$ cat src/rtl/core/ndbo_pkg.sv
// Shared types and constants for the n-dimensional block odometer.
// Used by ndbo_div and nd_block_odometer_iterator; no dependencies.
package ndbo_pkg;

  // Default parameter values
  localparam int MAX_RANK_DEF = 4;
  localparam int DIM_BITS_DEF = 16;

  // Fixed field and register widths
  localparam int BUF_W       = 32;
  localparam int EB_W        = 16;
  localparam int RANK_W      = 3;
  localparam int PACK_W      = 64;
  localparam int CFG_IDX_W   = 3;
  localparam int CFG_DATA_W  = 64;
  localparam int PROD_W      = 33;  // byte products, saturating at 2^32
  localparam int IDX_OUT_W   = 2;
  localparam int COORD_W     = 16;
  localparam int TOTAL_W     = 32;
  localparam int STAT_W      = 2;
  localparam int IN_TDATA_W  = 8;
  localparam int OUT_TDATA_W = 72;

  // Configuration register indexes
  typedef enum logic [CFG_IDX_W-1:0] {
    CFG_BUFFER_BYTES  = 3'd0,
    CFG_ELEMENT_BYTES = 3'd1,
    CFG_RANK_USED     = 3'd2,
    CFG_CHUNKED_MODE  = 3'd3,
    CFG_DIM_SIZES     = 3'd4,
    CFG_CHUNK_SIZES   = 3'd5
  } cfg_reg_t;

  // Result status codes
  typedef enum logic [STAT_W-1:0] {
    ST_OK        = 2'd0,
    ST_CHUNK_BIG = 2'd1,
    ST_NO_FIT    = 2'd2
  } status_t;

  // Register reset values
  localparam logic [BUF_W-1:0]  RST_BUFFER_BYTES  = 32'd65536;
  localparam logic [EB_W-1:0]   RST_ELEMENT_BYTES = 16'd1;
  localparam logic [RANK_W-1:0] RST_RANK_USED     = 3'd1;
  localparam logic [PACK_W-1:0] RST_PACKED_SIZES  = 64'h0001_0001_0001_0001;

  // Divider status
  typedef struct packed {
    logic busy;
    logic done;
  } div_sts_t;

endpackage

$ cat src/rtl/core/ndbo_div.sv
// Iterative restoring divider, one quotient bit per cycle.
// Depends on ndbo_pkg for the status struct and the default width.
module ndbo_div #(
  parameter int W = ndbo_pkg::BUF_W
) (
  input  logic               clk,
  input  logic               rst,
  input  logic               start,
  input  logic [W-1:0]       dividend,
  input  logic [W-1:0]       divisor,
  output ndbo_pkg::div_sts_t sts,
  output logic [W-1:0]       quot,
  output logic [W-1:0]       rem
);

  localparam int CW = $clog2(W + 1);

  logic [CW-1:0] cnt;
  logic          done;
  logic [W-1:0]  q;
  logic [W-1:0]  r;
  logic [W-1:0]  dv;
  logic [W:0]    rt;
  logic [W:0]    rsub;
  logic          ge;

  // trial subtract of the shifted partial remainder
  always_comb begin
    rt   = {r, q[W-1]};
    ge   = rt >= {1'b0, dv};
    rsub = rt - {1'b0, dv};
  end

  // control
  always_ff @(posedge clk) begin
    if (rst) begin
      cnt  <= '0;
      done <= 1'b0;
    end else begin
      done <= 1'b0;
      if (start && cnt == '0) begin
        cnt <= CW'(W);
      end else if (cnt != '0) begin
        cnt <= cnt - 1'b1;
        if (cnt == CW'(1)) begin
          done <= 1'b1;
        end
      end
    end
  end

  // datapath
  always_ff @(posedge clk) begin
    if (start && cnt == '0) begin
      q  <= dividend;
      r  <= '0;
      dv <= divisor;
    end else if (cnt != '0) begin
      r <= ge ? rsub[W-1:0] : rt[W-1:0];
      q <= {q[W-2:0], ge};
    end
  end

  assign sts.busy = cnt != '0;
  assign sts.done = done;
  assign quot     = q;
  assign rem      = r;

endmodule

$ cat src/rtl/core/nd_block_odometer_iterator.sv
// Channel   Dir  Group         Content
// request   in   s_t*          restart flag
// result    out  m_t*, tlast   one item per dimension (one on an error), tlast on the final one
// config    in   cfg_*         write enable, register index, data
//
// Top level of the block odometer; uses ndbo_pkg and ndbo_div.
// One request at a time: s_tready is high only while no request is in work.
// A plain advance steps the odometer, then forms the element total on the shared
// multiplier, one dimension per multiply, plus r result transfers, r being the rank.
// A restart first walks the plan, one dimension at a time through the multiplier,
// and in contiguous mode runs up to two divisions on the shared divider.
// Synchronous reset clears control state; no clearing pass. Output stalls hold.
module nd_block_odometer_iterator #(
  parameter int MAX_RANK = ndbo_pkg::MAX_RANK_DEF,
  parameter int DIM_BITS = ndbo_pkg::DIM_BITS_DEF
) (
  input  logic                                 clk,
  input  logic                                 rst,
  input  logic                                 s_tvalid,
  output logic                                 s_tready,
  input  logic [ndbo_pkg::IN_TDATA_W-1:0]      s_tdata,   // [0] restart
  output logic                                 m_tvalid,
  input  logic                                 m_tready,
  // [1:0] dim_index, [17:2] start_index, [33:18] count_len,
  // [65:34] elements_total, [66] done_res, [68:67] status
  output logic [ndbo_pkg::OUT_TDATA_W-1:0]     m_tdata,
  output logic                                 m_tlast,
  input  logic                                 cfg_we,
  input  logic [ndbo_pkg::CFG_IDX_W-1:0]       cfg_index,
  input  logic [ndbo_pkg::CFG_DATA_W-1:0]      cfg_data
);

  localparam int RW  = (MAX_RANK > 1) ? $clog2(MAX_RANK) : 1;
  localparam int RKW = $clog2(MAX_RANK + 1);
  localparam int WW  = DIM_BITS + 1;
  localparam int PW  = ndbo_pkg::PROD_W;
  localparam int BW  = ndbo_pkg::BUF_W;
  localparam int MW  = PW + DIM_BITS;
  localparam logic [PW-1:0] CAP = {1'b1, {BW{1'b0}}};

  typedef enum logic [11:0] {
    S_IDLE  = 12'b0000_0000_0001,
    S_CPMUL = 12'b0000_0000_0010,
    S_CPCMP = 12'b0000_0000_0100,
    S_DIV1  = 12'b0000_0000_1000,
    S_DIV2  = 12'b0000_0001_0000,
    S_CHMUL = 12'b0000_0010_0000,
    S_CHACC = 12'b0000_0100_0000,
    S_FILL  = 12'b0000_1000_0000,
    S_ADV   = 12'b0001_0000_0000,
    S_TTMUL = 12'b0010_0000_0000,
    S_TTACC = 12'b0100_0000_0000,
    S_EMIT  = 12'b1000_0000_0000
  } state_t;

  // configuration registers
  logic [BW-1:0]                    buffer_bytes;
  logic [ndbo_pkg::EB_W-1:0]        element_bytes;
  logic [ndbo_pkg::RANK_W-1:0]      rank_used;
  logic                             chunked_mode;
  logic [ndbo_pkg::PACK_W-1:0]      dim_sizes_packed;
  logic [ndbo_pkg::PACK_W-1:0]      chunk_sizes_packed;

  // walk state
  state_t                state;
  logic                  first_pending;
  logic                  more_blocks;
  logic [RW-1:0]         split_dim;
  logic [DIM_BITS-1:0]   rows_per_block;
  logic [DIM_BITS-1:0]   full_blocks;
  logic [DIM_BITS-1:0]   leftover_rows;
  logic [DIM_BITS-1:0]   block_counter;
  logic [DIM_BITS-1:0]   step_amount;
  logic [DIM_BITS-1:0]   start_v [MAX_RANK];
  logic [DIM_BITS-1:0]   count_v [MAX_RANK];
  ndbo_pkg::status_t     error_code;

  // sequencer
  logic [RKW-1:0]        rk;
  logic [RKW-1:0]        ci;
  logic [RKW-1:0]        ci_m1;
  logic [RW-1:0]         k;
  logic [PW-1:0]         cprod;
  logic [ndbo_pkg::TOTAL_W-1:0] tot;
  logic [RKW-1:0]        eff_rank;
  logic [3:0]            ru4;

  // shared multiplier
  logic [PW-1:0]         mul_a;
  logic [DIM_BITS-1:0]   mul_b;
  logic [MW-1:0]         mres;

  // shared divider
  logic                  div_start;
  logic [BW-1:0]         div_dividend;
  logic [BW-1:0]         div_divisor;
  ndbo_pkg::div_sts_t    div_sts;
  logic [BW-1:0]         div_quot;
  logic [BW-1:0]         div_rem;

  // field views and next values
  logic [DIM_BITS-1:0]   dl [MAX_RANK];
  logic [DIM_BITS-1:0]   cl [MAX_RANK];
  logic [DIM_BITS-1:0]   a_start [MAX_RANK];
  logic [DIM_BITS-1:0]   a_count [MAX_RANK];
  logic [DIM_BITS-1:0]   f_count [MAX_RANK];
  logic                  a_more;

  // result fields
  logic                  err;
  logic                  o_last;
  logic [ndbo_pkg::IDX_OUT_W-1:0] o_dim;
  logic [ndbo_pkg::COORD_W-1:0]   o_start;
  logic [ndbo_pkg::COORD_W-1:0]   o_count;
  logic [ndbo_pkg::TOTAL_W-1:0]   o_total;
  logic                  o_done;

  // configuration writes
  always_ff @(posedge clk) begin
    if (rst) begin
      buffer_bytes       <= ndbo_pkg::RST_BUFFER_BYTES;
      element_bytes      <= ndbo_pkg::RST_ELEMENT_BYTES;
      rank_used          <= ndbo_pkg::RST_RANK_USED;
      chunked_mode       <= 1'b0;
      dim_sizes_packed   <= ndbo_pkg::RST_PACKED_SIZES;
      chunk_sizes_packed <= ndbo_pkg::RST_PACKED_SIZES;
    end else if (cfg_we) begin
      case (cfg_index)
        ndbo_pkg::CFG_BUFFER_BYTES:  buffer_bytes  <= cfg_data[BW-1:0];
        ndbo_pkg::CFG_ELEMENT_BYTES: element_bytes <= cfg_data[ndbo_pkg::EB_W-1:0];
        ndbo_pkg::CFG_RANK_USED:     rank_used     <= cfg_data[ndbo_pkg::RANK_W-1:0];
        ndbo_pkg::CFG_CHUNKED_MODE:  chunked_mode  <= cfg_data[0];
        ndbo_pkg::CFG_DIM_SIZES:     dim_sizes_packed   <= cfg_data;
        ndbo_pkg::CFG_CHUNK_SIZES:   chunk_sizes_packed <= cfg_data;
        default: ;
      endcase
    end
  end

  // per-dimension lengths out of the packed registers
  for (genvar g = 0; g < MAX_RANK; g++) begin : g_fld
    if (g * DIM_BITS < ndbo_pkg::PACK_W) begin : g_in
      assign dl[g] = DIM_BITS'(dim_sizes_packed >> (g * DIM_BITS));
      assign cl[g] = DIM_BITS'(chunk_sizes_packed >> (g * DIM_BITS));
    end else begin : g_out
      assign dl[g] = '0;
      assign cl[g] = '0;
    end
  end

  // rank clamped into 1..MAX_RANK
  always_comb begin
    ru4 = {1'b0, rank_used};
    if (ru4 == 4'd0) begin
      eff_rank = RKW'(1);
    end else if (ru4 > 4'(MAX_RANK)) begin
      eff_rank = RKW'(MAX_RANK);
    end else begin
      eff_rank = RKW'(ru4);
    end
  end

  assign ci_m1 = ci - 1'b1;

  // multiplier operand select
  always_comb begin
    if (state == S_CPMUL) begin
      mul_a = cprod;
      mul_b = dl[ci_m1[RW-1:0]];
    end else if (state == S_CHMUL) begin
      mul_a = cprod;
      mul_b = cl[ci[RW-1:0]];
    end else begin
      mul_a = {1'b0, tot};
      mul_b = count_v[ci[RW-1:0]];
    end
  end

  always_ff @(posedge clk) begin
    mres <= MW'(mul_a) * MW'(mul_b);
  end

  // divider: buffer by bytes per row, then split length by rows
  always_comb begin
    if (state == S_DIV1) begin
      div_dividend = BW'(dl[split_dim]);
      div_divisor  = div_quot;
      div_start    = div_sts.done && div_quot != '0;
    end else begin
      div_dividend = buffer_bytes;
      div_divisor  = cprod[BW-1:0];
      div_start    = state == S_CPCMP && mres > MW'(buffer_bytes);
    end
  end

  ndbo_div #(.W(BW)) u_div (
    .clk      (clk),
    .rst      (rst),
    .start    (div_start),
    .dividend (div_dividend),
    .divisor  (div_divisor),
    .sts      (div_sts),
    .quot     (div_quot),
    .rem      (div_rem)
  );

  // odometer step with carry walk
  always_comb begin
    logic [WW-1:0] w [MAX_RANK];
    logic [WW-1:0] n;
    logic [WW-1:0] room;
    n    = '0;
    room = '0;
    for (int id = 0; id < MAX_RANK; id++) begin
      w[id]       = WW'(start_v[id]);
      a_start[id] = start_v[id];
      a_count[id] = count_v[id];
    end
    a_more = 1'b0;
    if (chunked_mode) begin
      for (int id = 0; id < MAX_RANK; id++) begin
        if (RKW'(id) == rk - 1'b1) begin
          w[id] = w[id] + WW'(cl[id]);
        end
      end
      for (int id = MAX_RANK - 1; id > 0; id--) begin
        if (RKW'(id) < rk && w[id] >= WW'(dl[id])) begin
          w[id - 1] = w[id - 1] + WW'(cl[id - 1]);
          w[id]     = '0;
        end
      end
      a_more = w[0] < WW'(dl[0]);
      for (int id = 0; id < MAX_RANK; id++) begin
        if (RKW'(id) < rk) begin
          n    = (cl[id] <= dl[id]) ? WW'(cl[id]) : WW'(dl[id]);
          room = (w[id] < WW'(dl[id])) ? WW'(dl[id]) - w[id] : '0;
          if (room < n) begin
            n = room;
          end
          a_count[id] = DIM_BITS'(n);
          a_start[id] = DIM_BITS'(w[id]);
        end
      end
    end else if (step_amount != '0) begin
      for (int id = 0; id < MAX_RANK; id++) begin
        if (RW'(id) == split_dim) begin
          w[id] = w[id] + WW'(step_amount);
        end
      end
      for (int id = MAX_RANK - 1; id > 0; id--) begin
        if (RW'(id) <= split_dim && w[id] >= WW'(dl[id])) begin
          w[id - 1] = w[id - 1] + 1'b1;
          w[id]     = w[id] - WW'(dl[id]);
        end
      end
      a_more = w[0] < WW'(dl[0]);
      for (int id = 0; id < MAX_RANK; id++) begin
        a_start[id] = DIM_BITS'(w[id]);
      end
    end
  end

  // first block counts from the plan
  always_comb begin
    for (int id = 0; id < MAX_RANK; id++) begin
      f_count[id] = '0;
      if (RKW'(id) < rk) begin
        if (chunked_mode) begin
          f_count[id] = (cl[id] <= dl[id]) ? cl[id] : dl[id];
        end else if (RW'(id) < split_dim) begin
          f_count[id] = DIM_BITS'(1);
        end else if (RW'(id) == split_dim) begin
          f_count[id] = rows_per_block;
        end else begin
          f_count[id] = dl[id];
        end
      end
    end
  end

  // sequencer
  always_ff @(posedge clk) begin
    if (rst) begin
      state          <= S_IDLE;
      first_pending  <= 1'b1;
      more_blocks    <= 1'b1;
      split_dim      <= '0;
      rows_per_block <= '0;
      full_blocks    <= '0;
      leftover_rows  <= '0;
      block_counter  <= '0;
      step_amount    <= '0;
      error_code     <= ndbo_pkg::ST_OK;
      rk             <= RKW'(1);
      ci             <= '0;
      k              <= '0;
      tot            <= '0;
      for (int id = 0; id < MAX_RANK; id++) begin
        start_v[id] <= '0;
        count_v[id] <= '0;
      end
    end else begin
      case (state)
        S_IDLE: begin
          if (s_tvalid) begin
            k  <= '0;
            rk <= eff_rank;
            if (s_tdata[0] || first_pending) begin
              first_pending <= 1'b0;
              more_blocks   <= 1'b1;
              error_code    <= ndbo_pkg::ST_OK;
              full_blocks   <= '0;
              leftover_rows <= '0;
              block_counter <= '0;
              cprod         <= PW'(element_bytes);
              for (int id = 0; id < MAX_RANK; id++) begin
                start_v[id] <= '0;
                count_v[id] <= '0;
              end
              if (chunked_mode) begin
                ci    <= '0;
                state <= S_CHMUL;
              end else begin
                ci    <= eff_rank;
                state <= S_CPMUL;
              end
            end else if (error_code != ndbo_pkg::ST_OK) begin
              state <= S_EMIT;
            end else if (more_blocks) begin
              state <= S_ADV;
            end else begin
              tot   <= '0;
              state <= S_EMIT;
            end
          end
        end
        // contiguous: grow the inner block while its bytes fit
        S_CPMUL: begin
          if (ci == '0) begin
            split_dim      <= '0;
            rows_per_block <= dl[0];
            step_amount    <= '0;
            state          <= S_FILL;
          end else begin
            state <= S_CPCMP;
          end
        end
        S_CPCMP: begin
          if (mres <= MW'(buffer_bytes)) begin
            cprod <= PW'(mres);
            ci    <= ci_m1;
            state <= S_CPMUL;
          end else begin
            split_dim <= ci_m1[RW-1:0];
            state     <= S_DIV1;
          end
        end
        S_DIV1: begin
          if (div_sts.done) begin
            if (div_quot == '0) begin
              error_code <= ndbo_pkg::ST_NO_FIT;
              state      <= S_EMIT;
            end else begin
              rows_per_block <= DIM_BITS'(div_quot);
              step_amount    <= DIM_BITS'(div_quot);
              block_counter  <= DIM_BITS'(1);
              state          <= S_DIV2;
            end
          end
        end
        S_DIV2: begin
          if (div_sts.done) begin
            full_blocks   <= DIM_BITS'(div_quot);
            leftover_rows <= DIM_BITS'(div_rem);
            state         <= S_FILL;
          end
        end
        // chunked: saturating chunk byte product
        S_CHMUL: begin
          if (ci == rk) begin
            if (cprod > PW'(buffer_bytes)) begin
              error_code <= ndbo_pkg::ST_CHUNK_BIG;
              state      <= S_EMIT;
            end else begin
              state <= S_FILL;
            end
          end else begin
            state <= S_CHACC;
          end
        end
        S_CHACC: begin
          cprod <= (mres > MW'(CAP)) ? CAP : PW'(mres);
          ci    <= ci + 1'b1;
          state <= S_CHMUL;
        end
        S_FILL: begin
          for (int id = 0; id < MAX_RANK; id++) begin
            count_v[id] <= f_count[id];
          end
          tot   <= ndbo_pkg::TOTAL_W'(1);
          ci    <= '0;
          state <= S_TTMUL;
        end
        S_ADV: begin
          more_blocks <= a_more;
          for (int id = 0; id < MAX_RANK; id++) begin
            start_v[id] <= a_start[id];
          end
          if (chunked_mode) begin
            for (int id = 0; id < MAX_RANK; id++) begin
              count_v[id] <= a_count[id];
            end
          end else if (block_counter < full_blocks) begin
            step_amount        <= rows_per_block;
            count_v[split_dim] <= rows_per_block;
            block_counter      <= block_counter + 1'b1;
          end else if (leftover_rows != '0) begin
            count_v[split_dim] <= leftover_rows;
            step_amount        <= leftover_rows;
            block_counter      <= '0;
          end
          if (!a_more) begin
            tot   <= '0;
            state <= S_EMIT;
          end else begin
            tot   <= ndbo_pkg::TOTAL_W'(1);
            ci    <= '0;
            state <= S_TTMUL;
          end
        end
        // element total, one dimension per multiply
        S_TTMUL: begin
          state <= S_TTACC;
        end
        S_TTACC: begin
          tot <= mres[ndbo_pkg::TOTAL_W-1:0];
          if (ci == rk - 1'b1) begin
            state <= S_EMIT;
          end else begin
            ci    <= ci + 1'b1;
            state <= S_TTMUL;
          end
        end
        S_EMIT: begin
          if (m_tready) begin
            if (o_last) begin
              state <= S_IDLE;
            end else begin
              k <= k + 1'b1;
            end
          end
        end
        default: begin
          state <= S_IDLE;
        end
      endcase
    end
  end

  // result fields; an error gives one all-zero item with the code
  assign err     = error_code != ndbo_pkg::ST_OK;
  assign o_last  = err || (RKW'(k) == rk - 1'b1);
  assign o_dim   = err ? '0 : ndbo_pkg::IDX_OUT_W'(k);
  assign o_start = err ? '0 : ndbo_pkg::COORD_W'(start_v[k]);
  assign o_count = err ? '0 : ndbo_pkg::COORD_W'(count_v[k]);
  assign o_total = err ? '0 : tot;
  assign o_done  = err ? 1'b0 : !more_blocks;

  assign s_tready = state == S_IDLE;
  assign m_tvalid = state == S_EMIT;
  assign m_tlast  = o_last;
  assign m_tdata  = {3'b000, error_code, o_done, o_total, o_count, o_start, o_dim};

`ifndef SYNTHESIS
  // no request taken while a result is offered
  a_excl: assert property (@(posedge clk) disable iff (rst) !(s_tready && m_tvalid))
    else $error("request accepted while results pending");

  // an error result is always the only item of its request
  a_err_last: assert property (@(posedge clk) disable iff (rst)
    (m_tvalid && err) |-> m_tlast)
    else $error("error result not marked last");

  // divider is only started when free
  a_div_free: assert property (@(posedge clk) disable iff (rst) div_start |-> !div_sts.busy)
    else $error("divider started while busy");

  // after the final transfer the block takes requests again
  a_back_idle: assert property (@(posedge clk) disable iff (rst)
    (m_tvalid && m_tready && m_tlast) |=> s_tready)
    else $error("not ready after last transfer");
`endif

endmodule

$ cat config.mk
export PLATFORM = sky130hd
export DESIGN_NAME = nd_block_odometer_iterator
export DESIGN_NICKNAME = d
export VERILOG_FILES = /design/src/rtl/core/ndbo_pkg.sv /design/src/rtl/core/ndbo_div.sv /design/src/rtl/core/nd_block_odometer_iterator.sv
export SDC_FILE = /design/constraint.sdc
export NUM_CORES = 2
export LEC_CHECK = 0
export BUFFER_PORTS_ARGS = -buffer_cell sky130_fd_sc_hd__buf_2
export CAP_MARGIN = 10
export CORE_ASPECT_RATIO = 0.6
export CORE_MARGIN = 2
export CORE_UTILIZATION = 55
export CTS_BUF_LIST = sky130_fd_sc_hd__clkbuf_4 sky130_fd_sc_hd__clkbuf_8
export DETAILED_ROUTE_END_ITERATION = 10
export PLACE_DENSITY_LB_ADDON = 0.2
export SETUP_SLACK_MARGIN = 0.5
export SLEW_MARGIN = 25
export SYNTH_ARGS = -nofsm -noshare
export SYNTH_HDL_FRONTEND = slang
export SYNTH_SLANG_ARGS = --single-unit
$ cat constraint.sdc
create_clock -name clk -period 18.8 [get_ports clk]
set_input_delay 3.76 -clock clk [delete_from_list [all_inputs] [get_ports clk]]
set_output_delay 3.76 -clock clk [all_outputs]
set_load 0.05 [all_outputs]
==> results.txt <==
Final setup violation count: 0
Clk Latency, worst-skew pair: 0.89 ns
Die H: 282 um
Worst EP required: 19.49 ns
Clock Skew: 0.0460 ns
Initial antenna violation count: 42
Die Wd: 468 um
Pwr per Cell Area: 96.8 mW/mm^2
Hold path start: buffer_bytes[29]
Synth cell count leaders: nand2_1, inv_1, a21oi_1
Root Driver: clkbuf_8
Crit path capture type: flip-flop
WP data arrival: 18.34 ns
Sequential fraction of the synthesis area: 0.209
Critical Path Source: step_amount[1]
GPL Wtd Cong: 1.15
F_max: 56.7 MHz
Post-synth top flop: dfxtp_1
Slowest CP cell: nor4_1
Worst-case headroom to the max-slew limit: 0.0848
Outcome: completed
Avg Cell Area, Syn: 8.23 sq um
Share of the synthesized area in the top cell type: 0.127
GR met2 Demand/Resource: 0.561
Finished Cell Area: 0.0769 sq mm
R2R Path End: ci[1]
HP Class: flip-flop to flip-flop
Detailed Routing Iterations Pass 1: 10
Global-route wire length before repair: 460000 um
Fin. Hold Viols: 0
Global-route track usage on met3: 0.316
Asr flop ratio synth: 0
# Max-Cap Violations: 0
Pleak: 32.2 nW
Port Buffers: 144
Num ports: 155
Crit-path max cell delay: 0.86 ns
Grt peak-use layer: met1
Post-synth EDFFs: 209
# nets final: 9959
Synthesized flop and latch total: 635
CTS HTree Levels: 3
# fillers: 11593
Drt drc: 0
GRT overflow: 0
TritonCTS clock tree: built
Worst r2r path cells: 62
Setup TNS: 0 ns
Measured slew at the worst slew-check pin: 1.36 ns
Post-Synthesis Cells: 8626
Final HPWL DP: 262000 um
Synth Cell Area: 0.0710 sq mm
Vias per cell: 6.74
CP Capture Point: ci[1]
Setup repair after global routing missed its margin: true
GR Util met1: 0.698
Reg2Reg Launch Point: step_amount[1]
R2r setup slk: 1.16 ns
Count leader, synth: nand2_1
Min Tclk post-route: 17.64 ns
GRT Total Usage: 0.488
CTS Sinks: 635
Startpoint Class: flip-flop
Pin count of the biggest net entering global routing: 147
Starting density of the core: 0.552
CTS max path bufs: 3
Vias: 71060
Worst-path fanout max: 10
CP dominant cell by count: a21oi_1
# rows: 102
CTS Buf Count: 101
WL per Instance: 31.2 um
Core box area: 0.129 sq mm
Layout area overhead: 8.35%
Final Max Slew Viols: 0
Placed Instance Area: 0.0743 sq mm
Count of different cell masters after synthesis: 96
Final Cycle Share: 0.938
Antenna Nets Post-Route: 0
CTS clk-pin slew, worst paths: 0.07 ns
Synth area leader: fa_1
DRT iter0 DRCs: 11896
Yosys warnings: 0
Worst VDD drop: 152 uV
WS Path Type: flip-flop to flip-flop
Top post-synthesis cells by area: fa_1, ha_1, dfxtp_1, edfxtp_1, nand2_1
Detailed Route WL: 329000 um
Fraction of layout cells with a size suffix above 1: 0.0996
Die ar.: 0.132 sq mm
Number of global-route vias before repair: 63440
==> how the worst min path moves through the flow <==
stage / end / slack [ns] / cells after the start
after floorplan: full_blocks[10] / 0.43 / 2
after global placement: full_blocks[13] / 0.44 / 2
after detailed placement: full_blocks[1] / 0.45 / 2
after CTS: buffer_bytes[31] / 0.46 / 2
after global routing: buffer_bytes[28] / 0.48 / 2
final: buffer_bytes[29] / 0.46 / 2
==> logic make-up (layout without fill, tap and decap cells) <==
kind of cell,count (synthesis),in the layout,share of synthesized area
fa+ha+maj,1174,1174,0.255
compound gates,2033,2033,0.181
flops,635,635,0.209
simple gates,2895,2895,0.183
buf+inv,1209,1376,0.0643
mux,362,362,0.0694
xor+xnor,317,317,0.0391
other cells,1,35,0.0000528
==> sequential cells by signal, summed over array words and instances (netlist names), 33 cells and up, named ones only <==
| signal | cells |
|---|---|
| dim_sizes_packed | 64 |
| start_v | 64 |
| chunk_sizes_packed | 64 |
| mres | 49 |
| count_v | 64 |
| cprod | 33 |
==> stage by stage <==
step	hold WS (ns)	utilization	std cells	setup slack (ns)	total power [mW]
after floorplan	0.432	-	8628	4.37	4.32
after global placement	0.441	0.578	10310	1.40	5.62
after detailed placement	0.448	0.578	10310	1.32	5.71
after CTS	0.459	0.596	10501	1.33	7.13
after global routing	0.476	0.598	10521	0.343	7.68
final	0.459	0.598	10543	1.16	7.44
==> routing by layer <==
layer,part of all wire,vias up
li1,-,30175
met3,0.21,805
met4,0.038,44
met5,0.0037,-
met2,0.34,5799
met1,0.41,34237
==> report_power, final <==
group | total (mW) | switching, mW | internal (mW)
Sequential | 2.17 | 0.474 | 1.69
Clock | 1.44 | 0.696 | 0.743
Combinational | 3.84 | 2.56 | 1.28
Total | 7.44 | 3.72 | 3.72
==> critical path, delay by kind of cell, from the launching register on <==
family	cells	cell delay (ns)
mux	1	0.17
compound gates	41	9.85
flops	1	0.31
fa+ha+maj	5	1.97
simple gates	11	3.55
buf+inv	1	0.30
xor+xnor	3	1.23
==> timing repair <==
item,CTS,global route
hold endpoints to repair,0,0
setup buffers,0,9
setup endpoints to repair,0,32
resized for setup,0,7
hold buffers,0,0
==> cell type report <==
class / count / area, sq um / share of cell area
diodes: 32 / 80.1 / 0.00104
well taps: 1716 / 2150 / 0.0279
clock buffers: 152 / 1910 / 0.0248
inverters: 803 / 3010 / 0.0392
multi-input cells: 6784 / 51900 / 0.676
repair buffers: 382 / 2570 / 0.0335
flip-flops and latches: 635 / 14800 / 0.193
clock inverters: 39 / 407 / 0.00529
==> cells in the final DEF (no fill, tap or decap), drive strengths merged, types with 46 or more instances in the layout <==
cell type / n
or3: 52
dfxtp: 426
mux2: 78
o21ai: 425
o31ai: 47
a21o: 133
and3: 46
clkbuf: 152
nor2: 571
nand2: 1432
nor4: 49
inv: 807
buf: 382
nor2b: 93
xnor2: 227
a21oi: 731
a211oi: 81
mux4: 96
mux2i: 188
o21a: 87
nand3: 146
ha: 721
and2: 162
xor2: 90
o21bai: 78
edfxtp: 209
nor3: 91
nand2b: 73
a31oi: 49
fa: 451
a221oi: 49
nand4: 85
Power figures use the tool's default switching activity.
